[src/sv/jkse_pkg.sv]
`timescale 1ns / 1ps
`default_nettype none

package jkse_pkg;

    localparam int CFG_IDX_W = 2;

    // register indexes on the configuration port
    localparam logic [CFG_IDX_W-1:0] CFG_KEY_LO  = 2'd0;
    localparam logic [CFG_IDX_W-1:0] CFG_KEY_HI  = 2'd1;
    localparam logic [CFG_IDX_W-1:0] CFG_KEY_LEN = 2'd2;

    localparam logic [7:0] CH_NUL    = 8'h00;
    localparam logic [7:0] CH_QUOTE  = 8'h22;
    localparam logic [7:0] CH_COLON  = 8'h3A;
    localparam logic [7:0] CH_BSLASH = 8'h5C;
    localparam logic [7:0] CH_TAB    = 8'h09;
    localparam logic [7:0] CH_LF     = 8'h0A;
    localparam logic [7:0] CH_CR     = 8'h0D;
    localparam logic [7:0] CH_SPACE  = 8'h20;
    localparam logic [7:0] CH_LC_N   = 8'h6E;
    localparam logic [7:0] CH_LC_T   = 8'h74;
    localparam logic [7:0] CH_LC_R   = 8'h72;

    // result status codes
    localparam logic [1:0] ST_BYTE = 2'd0;
    localparam logic [1:0] ST_DONE = 2'd1;
    localparam logic [1:0] ST_NONE = 2'd2;

    typedef enum logic [3:0] {
        PH_SEARCH    = 4'd0,
        PH_KEY       = 4'd1,
        PH_AFTER_KEY = 4'd2,
        PH_AFTER_COL = 4'd3,
        PH_VALUE     = 4'd4,
        PH_ESCAPE    = 4'd5,
        PH_DONE      = 4'd6
    } t_phase;

    typedef struct packed {
        logic [7:0] value_byte;
        logic [1:0] status;
        logic       last;
    } t_result;

    // results produced by one text byte: up to two
    typedef struct packed {
        logic [1:0] cnt;
        t_result    r0;
        t_result    r1;
    } t_step;

endpackage

`default_nettype wire

[src/sv/jkse_if.sv]
`timescale 1ns / 1ps
`default_nettype none

interface jkse_in_if;
    logic       valid;
    logic       ready;
    logic [7:0] text_byte;

    modport source (output valid, output text_byte, input ready);
    modport sink   (input valid, input text_byte, output ready);
endinterface

interface jkse_out_if;
    logic       valid;
    logic       ready;
    logic [7:0] value_byte;
    logic [1:0] status;
    logic       last;

    modport source (output valid, output value_byte, output status, output last, input ready);
    modport sink   (input valid, input value_byte, input status, input last, output ready);
endinterface

interface jkse_cfg_if;
    logic                           valid;
    logic                           ready;
    logic [jkse_pkg::CFG_IDX_W-1:0] index;
    logic [63:0]                    data;

    modport source (output valid, output index, output data, input ready);
    modport sink   (input valid, input index, input data, output ready);
endinterface

`default_nettype wire

[src/sv/jkse_fsm.sv]
`timescale 1ns / 1ps
`default_nettype none

module jkse_fsm #(
    parameter int MAX_KEY_BYTES = 16
) (
    input  wire logic            i_clk,
    input  wire logic            i_rst_n,
    input  wire logic            i_en,
    input  wire logic [7:0]      i_byte,
    input  wire logic [63:0]     i_key_lo,
    input  wire logic [63:0]     i_key_hi,
    input  wire logic [4:0]      i_key_len,
    output jkse_pkg::t_step      o_step
);

    localparam int         PosW   = $clog2(MAX_KEY_BYTES + 1);
    localparam logic [4:0] MaxLen = 5'(MAX_KEY_BYTES);

    typedef struct packed {
        jkse_pkg::t_phase phase;
        logic [PosW-1:0]  pos;
    } t_match;

    jkse_pkg::t_phase r_phase, n_phase;
    logic [PosW-1:0]  r_pos, n_pos;
    logic             r_blank, n_blank;

    logic [127:0]     key_all;
    logic [4:0]       key_used;
    logic [4:0]       pos_ext;
    logic [7:0]       kb_cur;
    logic [7:0]       kb_first;
    logic             blank;
    t_match           m;

    function automatic t_match match_key(input logic [7:0] b, input logic [PosW-1:0] pos,
                                         input logic [7:0] kb, input logic [4:0] len);
        t_match r;
        r.phase = jkse_pkg::PH_KEY;
        r.pos   = pos;
        if (5'(pos) < len) begin
            if (b == kb) begin
                r.pos = pos + 1'b1;
            end else if (b == jkse_pkg::CH_QUOTE) begin
                r.pos = '0;
            end else begin
                r.phase = jkse_pkg::PH_SEARCH;
            end
        end else if (b == jkse_pkg::CH_QUOTE) begin
            r.phase = jkse_pkg::PH_AFTER_KEY;
        end else begin
            r.phase = jkse_pkg::PH_SEARCH;
        end
        return r;
    endfunction

    assign key_all  = {i_key_hi, i_key_lo};
    assign key_used = (i_key_len > MaxLen) ? MaxLen : i_key_len;
    assign pos_ext  = 5'(r_pos);
    assign kb_cur   = key_all[{pos_ext[3:0], 3'b000} +: 8];
    assign kb_first = key_all[7:0];
    assign blank    = (i_byte == jkse_pkg::CH_SPACE) || (i_byte == jkse_pkg::CH_TAB);

    always_ff @(posedge i_clk) begin
        if (!i_rst_n) begin
            r_phase <= jkse_pkg::PH_SEARCH;
            r_pos   <= '0;
            r_blank <= 1'b0;
        end else if (i_en) begin
            r_phase <= n_phase;
            r_pos   <= n_pos;
            r_blank <= n_blank;
        end
    end

    always_comb begin
        n_phase = r_phase;
        n_pos   = r_pos;
        n_blank = r_blank;
        m       = '0;
        o_step  = '0;

        if (i_byte == jkse_pkg::CH_NUL) begin
            // end of document: report unless already done, then rearm for the next one
            unique case (r_phase)
                jkse_pkg::PH_VALUE: begin
                    o_step.cnt = 2'd1;
                    o_step.r0  = '{8'h00, jkse_pkg::ST_DONE, 1'b1};
                end
                jkse_pkg::PH_ESCAPE: begin
                    o_step.cnt = 2'd2;
                    o_step.r0  = '{jkse_pkg::CH_BSLASH, jkse_pkg::ST_BYTE, 1'b0};
                    o_step.r1  = '{8'h00, jkse_pkg::ST_DONE, 1'b1};
                end
                jkse_pkg::PH_DONE: begin
                    o_step.cnt = 2'd0;
                end
                default: begin
                    o_step.cnt = 2'd1;
                    o_step.r0  = '{8'h00, jkse_pkg::ST_NONE, 1'b1};
                end
            endcase
            n_phase = jkse_pkg::PH_SEARCH;
            n_pos   = '0;
            n_blank = 1'b0;
        end else begin
            unique case (r_phase)
                jkse_pkg::PH_SEARCH: begin
                    if (i_byte == jkse_pkg::CH_QUOTE) begin
                        n_phase = jkse_pkg::PH_KEY;
                        n_pos   = '0;
                    end
                end
                jkse_pkg::PH_KEY: begin
                    m       = match_key(i_byte, r_pos, kb_cur, key_used);
                    n_phase = m.phase;
                    n_pos   = m.pos;
                    if (m.phase == jkse_pkg::PH_AFTER_KEY) begin
                        n_blank = 1'b0;
                    end
                end
                jkse_pkg::PH_AFTER_KEY: begin
                    priority if (blank) begin
                        n_blank = 1'b1;
                    end else if (i_byte == jkse_pkg::CH_COLON) begin
                        n_phase = jkse_pkg::PH_AFTER_COL;
                    end else if (!r_blank) begin
                        // closing quote of the key reopens a candidate
                        m       = match_key(i_byte, '0, kb_first, key_used);
                        n_phase = m.phase;
                        n_pos   = m.pos;
                        if (m.phase == jkse_pkg::PH_AFTER_KEY) begin
                            n_blank = 1'b0;
                        end
                    end else if (i_byte == jkse_pkg::CH_QUOTE) begin
                        n_phase = jkse_pkg::PH_KEY;
                        n_pos   = '0;
                    end else begin
                        n_phase = jkse_pkg::PH_SEARCH;
                    end
                end
                jkse_pkg::PH_AFTER_COL: begin
                    if (i_byte == jkse_pkg::CH_QUOTE) begin
                        n_phase = jkse_pkg::PH_VALUE;
                    end else if (!blank) begin
                        o_step.cnt = 2'd1;
                        o_step.r0  = '{8'h00, jkse_pkg::ST_NONE, 1'b1};
                        n_phase    = jkse_pkg::PH_DONE;
                    end
                end
                jkse_pkg::PH_VALUE: begin
                    if (i_byte == jkse_pkg::CH_QUOTE) begin
                        o_step.cnt = 2'd1;
                        o_step.r0  = '{8'h00, jkse_pkg::ST_DONE, 1'b1};
                        n_phase    = jkse_pkg::PH_DONE;
                    end else if (i_byte == jkse_pkg::CH_BSLASH) begin
                        n_phase = jkse_pkg::PH_ESCAPE;
                    end else begin
                        o_step.cnt = 2'd1;
                        o_step.r0  = '{i_byte, jkse_pkg::ST_BYTE, 1'b0};
                    end
                end
                jkse_pkg::PH_ESCAPE: begin
                    o_step.cnt = 2'd1;
                    o_step.r0  = '{i_byte, jkse_pkg::ST_BYTE, 1'b0};
                    if (i_byte == jkse_pkg::CH_LC_N) begin
                        o_step.r0.value_byte = jkse_pkg::CH_LF;
                    end else if (i_byte == jkse_pkg::CH_LC_T) begin
                        o_step.r0.value_byte = jkse_pkg::CH_TAB;
                    end else if (i_byte == jkse_pkg::CH_LC_R) begin
                        o_step.r0.value_byte = jkse_pkg::CH_CR;
                    end
                    n_phase = jkse_pkg::PH_VALUE;
                end
                jkse_pkg::PH_DONE: begin
                    n_phase = jkse_pkg::PH_DONE;
                end
                default: begin
                    n_phase = jkse_pkg::PH_SEARCH;
                    n_pos   = '0;
                    n_blank = 1'b0;
                end
            endcase
        end
    end

endmodule

`default_nettype wire

[src/sv/json_key_string_extractor.sv]
// Flow: a text byte taken into the input register is parsed there, and its results
//   are written into the result queue, from which they are offered on o_res.
// Throughput: one text byte per cycle while the queue holds two results or fewer;
//   its four entries absorb the one case (escape pending at end of text) of two results.
// Reset: synchronous, active low; parser returns to quote search, key registers
//   and length clear to zero, result queue empties.
`timescale 1ns / 1ps
`default_nettype none

module json_key_string_extractor #(
    parameter int MAX_KEY_BYTES = 16
) (
    input  wire logic   i_clk,
    input  wire logic   i_rst_n,
    jkse_in_if.sink     i_text,
    jkse_out_if.source  o_res,
    jkse_cfg_if.sink    i_cfg
);

    localparam int QDepth = 4;
    localparam int QPtrW  = $clog2(QDepth);

    logic [63:0]       r_key_lo;
    logic [63:0]       r_key_hi;
    logic [4:0]        r_key_len;

    logic              r_in_vld;
    logic [7:0]        r_in_byte;

    jkse_pkg::t_result r_q [QDepth];
    logic [QPtrW-1:0]  r_wp, r_rp;
    logic [QPtrW:0]    r_cnt;

    jkse_pkg::t_step   step;
    jkse_pkg::t_result head;
    logic              advance;
    logic              pop;
    logic [1:0]        push_n;
    logic [QPtrW-1:0]  wp_next;

    // ---- configuration ----
    assign i_cfg.ready = 1'b1;

    always_ff @(posedge i_clk) begin
        if (!i_rst_n) begin
            r_key_lo  <= '0;
            r_key_hi  <= '0;
            r_key_len <= '0;
        end else if (i_cfg.valid) begin
            unique case (i_cfg.index)
                jkse_pkg::CFG_KEY_LO:  r_key_lo  <= i_cfg.data;
                jkse_pkg::CFG_KEY_HI:  r_key_hi  <= i_cfg.data;
                jkse_pkg::CFG_KEY_LEN: r_key_len <= i_cfg.data[4:0];
                default: ;
            endcase
        end
    end

    // ---- input register ----
    assign advance      = r_in_vld && (r_cnt <= (QPtrW+1)'(QDepth - 2));
    assign i_text.ready = !r_in_vld || advance;

    always_ff @(posedge i_clk) begin
        if (!i_rst_n) begin
            r_in_vld <= 1'b0;
        end else if (i_text.ready) begin
            r_in_vld <= i_text.valid;
        end
    end

    always_ff @(posedge i_clk) begin
        if (i_text.valid && i_text.ready) begin
            r_in_byte <= i_text.text_byte;
        end
    end

    jkse_fsm #(
        .MAX_KEY_BYTES (MAX_KEY_BYTES)
    ) u_fsm (
        .i_clk     (i_clk),
        .i_rst_n   (i_rst_n),
        .i_en      (advance),
        .i_byte    (r_in_byte),
        .i_key_lo  (r_key_lo),
        .i_key_hi  (r_key_hi),
        .i_key_len (r_key_len),
        .o_step    (step)
    );

    // ---- result queue ----
    assign push_n  = advance ? step.cnt : 2'd0;
    assign wp_next = r_wp + 1'b1;
    assign head    = r_q[r_rp];
    assign pop     = o_res.valid && o_res.ready;

    assign o_res.valid      = (r_cnt != '0);
    assign o_res.value_byte = head.value_byte;
    assign o_res.status     = head.status;
    assign o_res.last       = head.last;

    always_ff @(posedge i_clk) begin
        if (push_n != 2'd0) begin
            r_q[r_wp] <= step.r0;
        end
        if (push_n == 2'd2) begin
            r_q[wp_next] <= step.r1;
        end
    end

    always_ff @(posedge i_clk) begin
        if (!i_rst_n) begin
            r_wp  <= '0;
            r_rp  <= '0;
            r_cnt <= '0;
        end else begin
            r_wp  <= r_wp + QPtrW'(push_n);
            r_rp  <= r_rp + QPtrW'(pop);
            r_cnt <= r_cnt + (QPtrW+1)'(push_n) - (QPtrW+1)'(pop);
        end
    end

endmodule

`default_nettype wire

[src/flat_wrapper.sv]
// flat-port wrapper written by rule: the top's interface ports become plain ports
module json_key_string_extractor_flat 
#(
    parameter int MAX_KEY_BYTES = 16
)
  (i_clk, i_rst_n, i_text_valid, i_text_text_byte, i_text_ready, o_res_valid, o_res_value_byte, o_res_status, o_res_last, o_res_ready, i_cfg_valid, i_cfg_index, i_cfg_data, i_cfg_ready);
  jkse_in_if i_text_i ();
  jkse_out_if o_res_i ();
  jkse_cfg_if i_cfg_i ();
  input  wire logic i_clk;
  input  wire logic i_rst_n;
  input wire logic [$bits(i_text_i.valid)-1:0] i_text_valid;
  input wire logic [$bits(i_text_i.text_byte)-1:0] i_text_text_byte;
  output wire logic [$bits(i_text_i.ready)-1:0] i_text_ready;
  output wire logic [$bits(o_res_i.valid)-1:0] o_res_valid;
  output wire logic [$bits(o_res_i.value_byte)-1:0] o_res_value_byte;
  output wire logic [$bits(o_res_i.status)-1:0] o_res_status;
  output wire logic [$bits(o_res_i.last)-1:0] o_res_last;
  input wire logic [$bits(o_res_i.ready)-1:0] o_res_ready;
  input wire logic [$bits(i_cfg_i.valid)-1:0] i_cfg_valid;
  input wire logic [$bits(i_cfg_i.index)-1:0] i_cfg_index;
  input wire logic [$bits(i_cfg_i.data)-1:0] i_cfg_data;
  output wire logic [$bits(i_cfg_i.ready)-1:0] i_cfg_ready;
  assign i_text_i.valid = i_text_valid;
  assign i_text_i.text_byte = i_text_text_byte;
  assign i_text_ready = i_text_i.ready;
  assign o_res_valid = o_res_i.valid;
  assign o_res_value_byte = o_res_i.value_byte;
  assign o_res_status = o_res_i.status;
  assign o_res_last = o_res_i.last;
  assign o_res_i.ready = o_res_ready;
  assign i_cfg_i.valid = i_cfg_valid;
  assign i_cfg_i.index = i_cfg_index;
  assign i_cfg_i.data = i_cfg_data;
  assign i_cfg_ready = i_cfg_i.ready;
  json_key_string_extractor #(.MAX_KEY_BYTES(MAX_KEY_BYTES)) u_core (.i_clk(i_clk), .i_rst_n(i_rst_n), .i_text(i_text_i), .o_res(o_res_i), .i_cfg(i_cfg_i));
endmodule
[config.mk]
export PLATFORM = sky130hd
export DESIGN_NAME = json_key_string_extractor_flat
export DESIGN_NICKNAME = d
export VERILOG_FILES = /design/src/sv/jkse_pkg.sv /design/src/sv/jkse_if.sv /design/src/sv/jkse_fsm.sv /design/src/sv/json_key_string_extractor.sv /design/src/flat_wrapper.sv
export SDC_FILE = /design/constraint.sdc
export NUM_CORES = 1
export LEC_CHECK = 0
export BUFFER_PORTS_ARGS = -buffer_cell sky130_fd_sc_hd__buf_2
export CORE_UTILIZATION = 60
export DETAILED_ROUTE_END_ITERATION = 8
export PLACE_DENSITY = 0.8
export SLEW_MARGIN = 25
export SYNTH_ARGS = -nofsm -noshare
export SYNTH_HDL_FRONTEND = slang
export SYNTH_SLANG_ARGS = --single-unit
export TNS_END_PERCENT = 100
[constraint.sdc]
create_clock -name i_clk -period 3.58 [get_ports i_clk]
set_input_delay 0.358 -clock i_clk [delete_from_list [all_inputs] [get_ports i_clk]]
set_output_delay 0.358 -clock i_clk [all_outputs]
set_load 0.01 [all_outputs]
==> qor.yml <==
run_status:
  status: "completed"
timing:
  finalSetupViolations: 0
  hold_violations: 0
  min_period_over_period: 0.959
  rsz0062_at_grt: "no"
  post-route-min-period_ns: 3.43
  worst_slack_ns: 0.146
  fmax_mhz: 291
  tightest_slew_ns: 0.905
  fin_setup_tns_ns: 0
  slew-limit-headroom: 0.397
  skew_ns: 0.00951
  drv_slew: 0
min_path:
  hold_end: "u_core.r_in_byte[1]"
  hold_path_class: "primary input to flip-flop"
  hp-start: "i_text_text_byte[1]"
  whs_path_depth: 1
setup_path:
  regToRegSetupSlack_ns: 0.15
  path_class: "flip-flop to flip-flop"
  reg2reg_from: "u_core.u_fsm.pos_ext[0]"
  worstPathArrival_ns: 3.83
  reg2reg_to: "u_core.u_fsm.pos_ext[0]"
  critPathRequiredTime_ns: 3.98
  cp-end-kind: "flip-flop"
  r2r_cells: 9
  worstSetupStartpointType: "flip-flop"
  path_max_fanout: 17
final_layout:
  syn_to_final_growth_pct: 13.7
  layout-drive-gt1-share: 0.172
  post-route-util: 0.708
  diodes: 0
  nNetsFinal: 1337
  final.fill_count: 1297
  layout.cells.non_filler: 1477
clocking:
  cts_tree: "yes"
  hold_buffers: 0
  cts-resized-gates: 0
  cts_root_buf: "clkbuf_16"
  clkLatencyLatePin_ns: 0.50
  cts_max_level: 1
  post_cts_buffers: 0
  cts.path.max_buffers: 3
  clk_pin_slew_ns: 0.06
  clkSinkCount: 202
  cts_inserted_buffers: 22
global_routing:
  grt_pass1_vias: 8257
  overflow: 0
  grt_pass1_wl_mm: 42.3
  grt_max_degree: 75
  antenna_found_initial: 0
  grt_usage: 0.319
power:
  ir_drop_mv: 0.411
  power_density_nw_per_um2: 466
  p_leak_uw: 0.00411
route:
  drt_iter0_drc: 840
  drt-total-wl_mm: 26.8
  drcViolationCount: 0
  wire_per_inst_um: 18.1
  viasPerCell: 6.01
  first_pass_iters: 5
  vias: 8872
  ant_nets: 0
floorplanning:
  start_util: 0.622
  die_area_um2: 17200
  rows: 46
  core_um2: 16100
  dieHeight_um: 131
  dieWidth_um: 131
  ioPinCount: 93
yosys:
  synth_adder_area_share: 0.0145
  synth_xor_xnor_area_share: 0.0175
  synth_compound_area_frac: 0.156
  synth_edf_count: 16
  yosys_warnings: 0
  synth-seq-area-share: 0.421
  netlist_instances: 1181
  avgSynthCellArea_um2: 8.46
  ys_seq_elements: 202
  synthFlopType: "dfxtp_1"
  syn-num-nets: 1271
  ys_types: 72
  synthArstFlopShare: 0
  syn_area_um2: 9990
  synthSimpleGateAreaFrac: 0.211
  synth_top_family_by_area: "simple AND/OR/NAND/NOR gates"
  synthMuxAreaShare: 0.131
place:
  place_congestion: 0.935
  place_ws_ns: 0.195
  port_buffers: 91
  placedCellCount: 1439
  post-dp-hpwl_mm: 18.6
flow_run:
  drv_cap: 0
[per-layer routing]
layer | GRT usage | part of all wire | vias to the layer above
met2 | 0.508 | 0.47 | 380
met4 | 0.125 | 0.034 | 0
met3 | 0.0503 | 0.079 | 72
li1 | - | - | 4256
met1 | 0.436 | 0.42 | 4164
met5 | 0 | 0 | -
[worst max-delay path, cell delays in order, from the launching register on]
cell and delay (ns):
dfxtp_2 0.65, buf_12 0.25, mux2i_1 0.24, o22ai_1 0.12, a2111o_1 0.40, or4_1 0.54
a211o_1 0.33, nand3b_4 0.21, or3_1 0.34, a311oi_1 0.26
[report_power, final]
group	switching (uW)	internal (uW)	leakage (uW)	total [uW]
sequential	111	2370	0.00167	2490
combinational	322	283	0.00209	606
clock	896	1300	0.000352	2200
[cells in the mapped netlist (16+ instances only)]
| library cell | number | share of area |
|---|---|---|
| nand2_1 | 326 | 0.12 |
| dfxtp_1 | 186 | 0.37 |
| a21oi_1 | 158 | 0.079 |
| nor2_1 | 65 | 0.024 |
| clkbuf_1 | 63 | 0.024 |
| mux4_2 | 34 | 0.077 |
| mux2i_1 | 33 | 0.033 |
| inv_1 | 26 | 0.0098 |
| o21ai_0 | 21 | 0.011 |
| a211oi_1 | 20 | 0.015 |
| nor3_1 | 17 | 0.0085 |
| edfxtp_1 | 16 | 0.048 |
| nand3_1 | 16 | 0.0080 |
[cells in the final DEF (no fill, tap or decap), types with 10 or more instances in the layout]
cell type  instances
a211oi_1          20
a21oi_1          158
buf_2             91
buf_4             32
clkbuf_16         23
dfxtp_1          185
edfxtp_1          16
ha_1              10
inv_1             26
mux2i_1           33
mux4_2            34
nand2_1          326
nand2b_1          10
nand3_1           16
nor2_1            64
nor3_1            17
o21ai_0           21
xnor2_1           10
xor2_1            10
[metrics by stage]
stage | total power (uW) | cell area [um2] | hold slack [ns]
after floorplan | 2910 | 9990 | 0.432
after global placement | 3120 | 10700 | 0.439
after detailed placement | 3140 | 10700 | 0.446
after CTS | 5320 | 11400 | 0.0507
after global routing | 5490 | 11400 | 0.0485
final | 5290 | 11400 | 0.0577
[cells by family (layout without fill, tap and decap cells)]
logic type	after synthesis	in the layout
muxes	78	78
buffers and inverters	113	193
other	1	1
adders and majority gates	11	11
and+or+nand+nor	493	493
xor gates and xnor gates	20	20
DFF	202	202
AOI/OAI and AO/OA	263	263
[cell type report]
class                      instances  area [um2]  area share
clock inverter                    10        81.3     0.00716
timing repair buffer             126         756      0.0665
clock buffer                      28         624      0.0550
sequential                       202        4210       0.370
tap                              216         270      0.0238
inverter                          29         111     0.00980
multi-input combinational        866        5310       0.468
[sequential cells by signal, summed over array words and instances (netlist names)]
signal                cells
u_core.r_key_hi          64
u_core.r_key_lo          64
u_core.r_q               44
u_core.r_in_byte          8
u_core.r_key_len          5
u_core.u_fsm.pos_ext      5
u_core.r_cnt              3
u_core.u_fsm.r_phase      3
u_core.r_rp               2
u_core.r_wp               2
u_core.r_in_vld           1
u_core.u_fsm.r_blank      1
[worst max-delay path by stage]
stage / startpoint / endpoint / depth (start not counted)
4_1_cts: u_core.u_fsm.pos_ext[0] / u_core.u_fsm.pos_ext[0] / 9
2_1_floorplan: u_core.r_in_byte[0] / u_core.r_cnt[2] / 11
3_3_place_gp: u_core.u_fsm.pos_ext[0] / u_core.u_fsm.pos_ext[0] / 9
3_5_place_dp: u_core.u_fsm.pos_ext[0] / u_core.u_fsm.pos_ext[0] / 9
6_report: u_core.u_fsm.pos_ext[0] / u_core.u_fsm.pos_ext[0] / 9
5_1_grt: u_core.r_in_byte[4] / u_core.r_cnt[2] / 11
Power figures use the tool's default switching activity.
